### config.mk
export PLATFORM = sky130hd
export DESIGN_NAME = pcsr_row_map
export DESIGN_NICKNAME = d
export VERILOG_FILES = /design/src/rtl/pcsr_pkg.sv /design/src/rtl/pcsr_row_map.sv
export SDC_FILE = /design/constraint.sdc
export NUM_CORES = 2
export LEC_CHECK = 0
export BUFFER_PORTS_ARGS = -buffer_cell sky130_fd_sc_hd__buf_2
export CAP_MARGIN = 30
export CORE_ASPECT_RATIO = 1.2
export CORE_MARGIN = 1.5
export CORE_UTILIZATION = 58
export CTS_BUF_LIST = sky130_fd_sc_hd__clkbuf_8
export CTS_CLUSTER_DIAMETER = 30
export DETAILED_ROUTE_END_ITERATION = 12
export HOLD_SLACK_MARGIN = 0.15
export PLACE_DENSITY = 0.78
export SETUP_SLACK_MARGIN = 0.3
export SLEW_MARGIN = 15
export SYNTH_ARGS = -nofsm -noshare
export SYNTH_HDL_FRONTEND = slang
export SYNTH_SLANG_ARGS = --single-unit
### constraint.sdc
create_clock -name clk_i -period 6 [get_ports clk_i]
set_input_delay 0.9 -clock clk_i [delete_from_list [all_inputs] [get_ports clk_i]]
set_output_delay 0.9 -clock clk_i [all_outputs]
set_load 0.005 [all_outputs]
### src/rtl/pcsr_pkg.sv
// ----------------------------------------------------------------------------
// pcsr_pkg: shared types and constants of the column-span rasterizer
// Register indexes, sequencer states, and the fixed coordinate limits.
// ----------------------------------------------------------------------------
package pcsr_pkg;

  localparam int unsigned CoordBits = 12;
  localparam int unsigned MaxSpans  = 64;
  localparam int unsigned SpanBits  = $clog2(MaxSpans);
  localparam int unsigned ColBits   = CoordBits + 1;

  typedef enum logic [2:0] {
    REG_X_SCALE      = 3'd0,
    REG_X_PER_COLUMN = 3'd1,
    REG_Y_SCALE      = 3'd2,
    REG_Y_OFFSET     = 3'd3,
    REG_PLOT_HEIGHT  = 3'd4
  } reg_idx_e;

  typedef enum logic [3:0] {
    ST_IDLE,
    ST_ROW0,
    ST_DIV,
    ST_WALK,
    ST_MUL,
    ST_ROW,
    ST_EMIT,
    ST_JOIN,
    ST_JOINEMIT,
    ST_DONE
  } state_e;

  // Request to and answer from the shared row mapper.
  typedef struct packed {
    logic               start;
    logic signed [32:0] y;
  } row_req_t;

  typedef struct packed {
    logic                 done;
    logic [CoordBits-1:0] row;
  } row_rsp_t;

endpackage

### src/rtl/pcsr_row_map.sv
// ----------------------------------------------------------------------------
// pcsr_row_map: maps a Q16.16 value to a saturated pixel row
// Registers the product by y_scale, then rounds and saturates it.
// ----------------------------------------------------------------------------
module pcsr_row_map (
  input  logic              clk_i,
  input  logic              rst_ni,
  input  pcsr_pkg::row_req_t req_i,
  input  logic [31:0]       y_scale_i,
  input  logic [31:0]       y_offset_i,
  input  logic [12:0]       plot_height_i,
  output pcsr_pkg::row_rsp_t rsp_o
);
  import pcsr_pkg::*;

  logic signed [33:0] diff;
  logic               neg_q;
  logic [64:0]        prod_q;
  logic               busy_q;
  logic [33:0]        rnd;
  logic [12:0]        lim;
  logic [12:0]        limit;

  assign diff = 34'(req_i.y) - 34'($signed(y_offset_i));

  always_ff @(posedge clk_i or negedge rst_ni) begin
    if (!rst_ni) begin
      busy_q <= 1'b0;
    end else begin
      busy_q <= req_i.start;
    end
  end

  always_ff @(posedge clk_i) begin
    if (req_i.start) begin
      neg_q  <= diff[33];
      prod_q <= 65'(diff[32:0]) * 65'(y_scale_i);
    end
  end

  always_comb begin
    lim   = (plot_height_i < 13'(1 << CoordBits)) ? plot_height_i : 13'(1 << CoordBits);
    limit = (lim != '0) ? lim - 13'd1 : '0;
    rnd   = 34'((prod_q + 65'h8000_0000) >> 32);
    rsp_o.done = busy_q;
    if (neg_q) begin
      rsp_o.row = '0;
    end else if (rnd > 34'(limit)) begin
      rsp_o.row = limit[CoordBits-1:0];
    end else begin
      rsp_o.row = rnd[CoordBits-1:0];
    end
  end

endmodule

======== After elaboration in Yosys (flattened, before gate mapping) ========
Cells that the tools add are included.
storage, ports and cells
  input bits .............................. 113
  output and inout port bits .............. 13
  logic and storage cells ................. 14
  register bits after elaboration ......... 67
cells by class
  multipliers ............................. 1
  $add $sub $neg .......................... 3
  muxes and demuxes ....................... 4
  magnitude comparators ................... 2
  reduce and logical (&&, ||, !) cells .... 1
operators with widths
  cell                                                                  number
  65-bit by 32-bit adder with 65-bit output, second input constant      1
  33-bit by 32-bit multiplier with 65-bit output                        1
  33-bit by 32-bit subtractor with 34-bit output                        1
  33-bit by 13-bit greater-than comparator with 1-bit output            1
  13-bit 2-to-1 mux                                                     2
  12-bit 2-to-1 mux                                                     2
  13-bit less-than comparator, second input constant                    1
  13-bit nonzero test                                                   1
  13-bit by 1-bit subtractor with 13-bit output, second input constant  1

======== Logic depth before layout (Yosys ltp) ========
  depth in word-level cells ............... 7
  gate-level depth with buffers ........... 41
  gate-level depth less buffers ........... 40

======== Least setup slack after synthesis ========
OpenSTA, ideal clock, no wires.
  kind .................................... input-to-reg
  start ................................... input port y_offset_i[7]
  end ..................................... register prod_q[60] (data pin)
  data required time ...................... 5.737 ns
  stages .................................. 35
  buffers on the path ..................... 1
  arrival ................................. 9.823 ns
  path slack .............................. -4.086 ns
  library setup time ...................... 0.263 ns
  cells stage by stage .................... inv_1 -> ha_1 -> a21o_1 -> a21o_1 -> a21o_1 -> a21o_1 -> a221oi_2 -> o31ai_1 -> a21o_1 -> a21oi_1 -> xnor2_1 -> clkbuf_1 -> nand2_1 -> fa_1 -> inv_1 -> fa_1 -> inv_1 -> fa_1 -> inv_1 -> fa_1 -> fa_1 -> fa_1 -> fa_1 -> fa_1 -> ha_1 -> a21oi_1 -> a21oi_1 -> or3_1 -> o41a_1 -> a21boi_0 -> o31ai_1 -> or2_2 -> a41oi_1 -> o21bai_1 -> xor2_1
between the ends
  cells in the longest elaborated chain, start to end .. 2
ends and longest elaborated chain
  element                                         RTL line            source
  from (decl)                                     pcsr_row_map.sv:10  input logic [31:0] y_offset_i,
  33-bit by 32-bit subtractor with 34-bit output  pcsr_row_map.sv:24  assign diff = 34'(req_i.y) - 34'($signed(y_offset_i));
  33-bit by 32-bit multiplier with 65-bit output  pcsr_row_map.sv:37  prod_q <= 65'(diff[32:0]) * 65'(y_scale_i);
  to (signal assigned)                            pcsr_row_map.sv:37
  to (decl)                                       pcsr_row_map.sv:18  logic [64:0] prod_q;
No other way between the ends.
A chain may end at the register's enable or synchronous reset.

======== Worst setup path after layout ========
  start ................................... input port req_i[0] in the netlist's numbering
  end ..................................... register prod_q[60] (data pin)
between the ends
  cells in the longest elaborated chain, start to end .. 2
ends and longest elaborated chain
  element                                         RTL line            source
  from (decl)                                     pcsr_row_map.sv:8   input pcsr_pkg::row_req_t req_i,
  33-bit by 32-bit subtractor with 34-bit output  pcsr_row_map.sv:24
  33-bit by 32-bit multiplier with 65-bit output  pcsr_row_map.sv:37
No other way between the ends.

==> out/qor.yml <==
critPathLaunchType: "primary input"
slowest_delay_ps: 550
rows: 102
routabilityCongestion: 0.919
htreeDepth: 2
route.met3.wl_um: 4750
drt_iter0_markers: 1611
finalHoldViolCount: 0
setup_ws_ps: -4040
pin_count: 126
top_layer: "met4"
outcome: "finished with violations"
cts_tree: "built"
antenna_found_initial: 5
grt_pass1_wl_um: 167000
area_growth_pct: 18.2
cts.clk_slew.worst_paths_ps: 70
yosysSeqAreaShare: 0.0284
cp_common_cell: "fa_1"
tightest_slew_ps: 807
hp-class: "in2async"
root_buffer: "clkbuf_8"
wl_per_cell_um: 18.5
die_w_um: 236
syn-cell-area_mm2: 0.0379
fmax_mhz: 99.6
finalWirelength_um: 102000
fin_area_mm2: 0.0448
cp.arrival_ps: 10080
avgSynthCellArea_um2: 9.00
max_slew_margin: 0.462
worst_hold_slack_ps: 361
syn_inst: 4214
finalNonFillerCells: 5504
dr.pass1.iters: 6
drv_cap: 0
synthArstFlopShare: 0.0278
path_max_fanout: 7
clk_path_buf_depth: 2
worstSetupEndpointType: "flop"
ys_types: 75
min_period_ps: 10040
ys.flop_type: "edfxtp_1"
required_ps: 6050
crit_type: "in2reg"
start_util: 0.587
drv_slew: 0
finalSetupViolCount: 34
fp.dieH_um: 283
io_buffers: 125
via_per_inst: 5.55
critPathTopFamily: "adder cells"
grt-ovfl-total: 0
dpl.cell_count: 5417
violations: "negative setup slack"
yosys_warnings: 0
grt_pass1_vias: 34211
synth_seq_cells: 36
dpl.hpwl_um: 86100
grt_start_max_net_pins: 65
nets: 6015
critPathBufInv: 13
grt_use_total: 0.314
postRouteAntennaNets: 0
rsz0062_at_grt: "yes"
cts_buffers: 5
post_dp_cell_area_mm2: 0.0433
met2_length_um: 55100
core_area_mm2: 0.0646
wl_met1_um: 33900
synth_enable_flop_cells: 35
clock-sinks: 36
synth_nets: 5563
fin_crit_sh: 1.67
vias: 30542
slowest_stage: "fa_2"
drc: 0
fp.dieArea_mm2: 0.0670
drive_gt1_frac: 0.191
routing by layer:
metal | vias up | GRT usage
li1 | 13316 | -
met1 | 15614 | 0.343
met2 | 1173 | 0.577
met3 | 439 | 0.0235
met4 | 0 | 0.218
met5 | - | 0
repair_timing:
action,in CTS,in global routing
cloned,2,0
setup buffers,57,15
resized for setup,119,52
hold buffers,0,0
pin swaps,64,76
endpoints found under the setup margin,34,46
kinds of logic after synthesis:
| group | after synthesis | share of synthesized area |
|---|---|---|
| adders and majority gates | 1236 | 0.591 |
| buffers and inverters | 1179 | 0.117 |
| xor gates and xnor gates | 82 | 0.0189 |
| and+or+nand+nor | 1362 | 0.185 |
| muxes | 37 | 0.0103 |
| AOI/OAI and AO/OA | 282 | 0.0492 |
| DFF | 36 | 0.0284 |
layout by cell type, fill, tap and decap left out, types with 17 or more instances in the layout:
cell	count
inv_1	958
fa_1	901
nand2_1	563
and2_1	500
buf_4	468
ha_1	286
buf_2	123
nand2b_1	73
a21oi_1	59
nor2b_1	47
nor2_1	40
a21o_1	38
buf_12	37
o21ai_0	36
edfxtp_1	35
xnor2_1	32
buf_6	26
fa_2	25
ha_4	23
nand3_1	20
a21oi_2	19
nor3_1	19
nand4_1	17
area by class of cell:
type	count	area, um2
fillers	4657	19700
clock inverters	3	38.8
inverters	966	3650
repair buffers	658	5250
flip-flops and latches	36	1080
clock buffers	5	68.8
diodes	5	12.5
multi-input cells	2999	33700
well taps	832	1040
cell usage after synthesis, drive strengths merged (3+ instances only):
cell    instances  share of area
fa            926           0.49
o31a            3        0.00073
o41ai           5         0.0014
xnor2          53          0.012
nand2b         74          0.012
nor3           23         0.0036
xor2           29         0.0067
nand3b          4        0.00079
o211a           8         0.0021
clkbuf        204          0.020
a41o            4         0.0011
a311oi          4        0.00092
a211o           6         0.0014
and2          515          0.085
ha            310           0.10
and3           13         0.0021
o21ai          52         0.0070
o21a           12         0.0024
mux2i          21         0.0055
a211oi          6         0.0012
nor2b          48         0.0079
and4            3        0.00069
nand4          18         0.0034
nor2           47         0.0047
inv           966          0.096
mux2           16         0.0047
a31oi           6         0.0012
o211ai          8         0.0016
buf             9         0.0014
a41oi           5         0.0012
or3             7         0.0013
a21oi          88          0.012
edfxtp         35          0.028
nand2         568          0.056
a21o           39         0.0077
o21bai         14         0.0028
o31ai           6         0.0012
nor4            7         0.0013
nand3          25         0.0036
flip-flops by register name (all words and copies together) (netlist names):
name	flops
neg_q	1
busy_q	1
prod_q	34
final timing paths:
| check | startpoint | slack [ps] | to | cells past startpoint |
|---|---|---|---|---|
| max in group asynchronous | rst_ni | 5560 | busy_q$_DFF_PN0_ | 1 |
| min | rst_ni | 360 | busy_q$_DFF_PN0_ | 1 |
| max | req_i[0] | -4040 | prod_q[60]$_DFFE_PP_ | 44 |
| min in group clk_i | req_i[33] | 1120 | busy_q$_DFF_PN0_ | 1 |
per-stage QoR:
step                      utilization  setup WS (ps)  TNS (ps)
after floorplan                     -          -3390   -103570
after global placement          0.670          -4250   -133090
after detailed placement        0.670          -4440   -138580
after CTS                       0.688          -3810   -119970
after global routing            0.694          -4350   -138890
final                           0.694          -4040   -127860
Power is not shown: default switching activity piles up to over one toggle a cycle in this logic, so the estimate is an artifact.
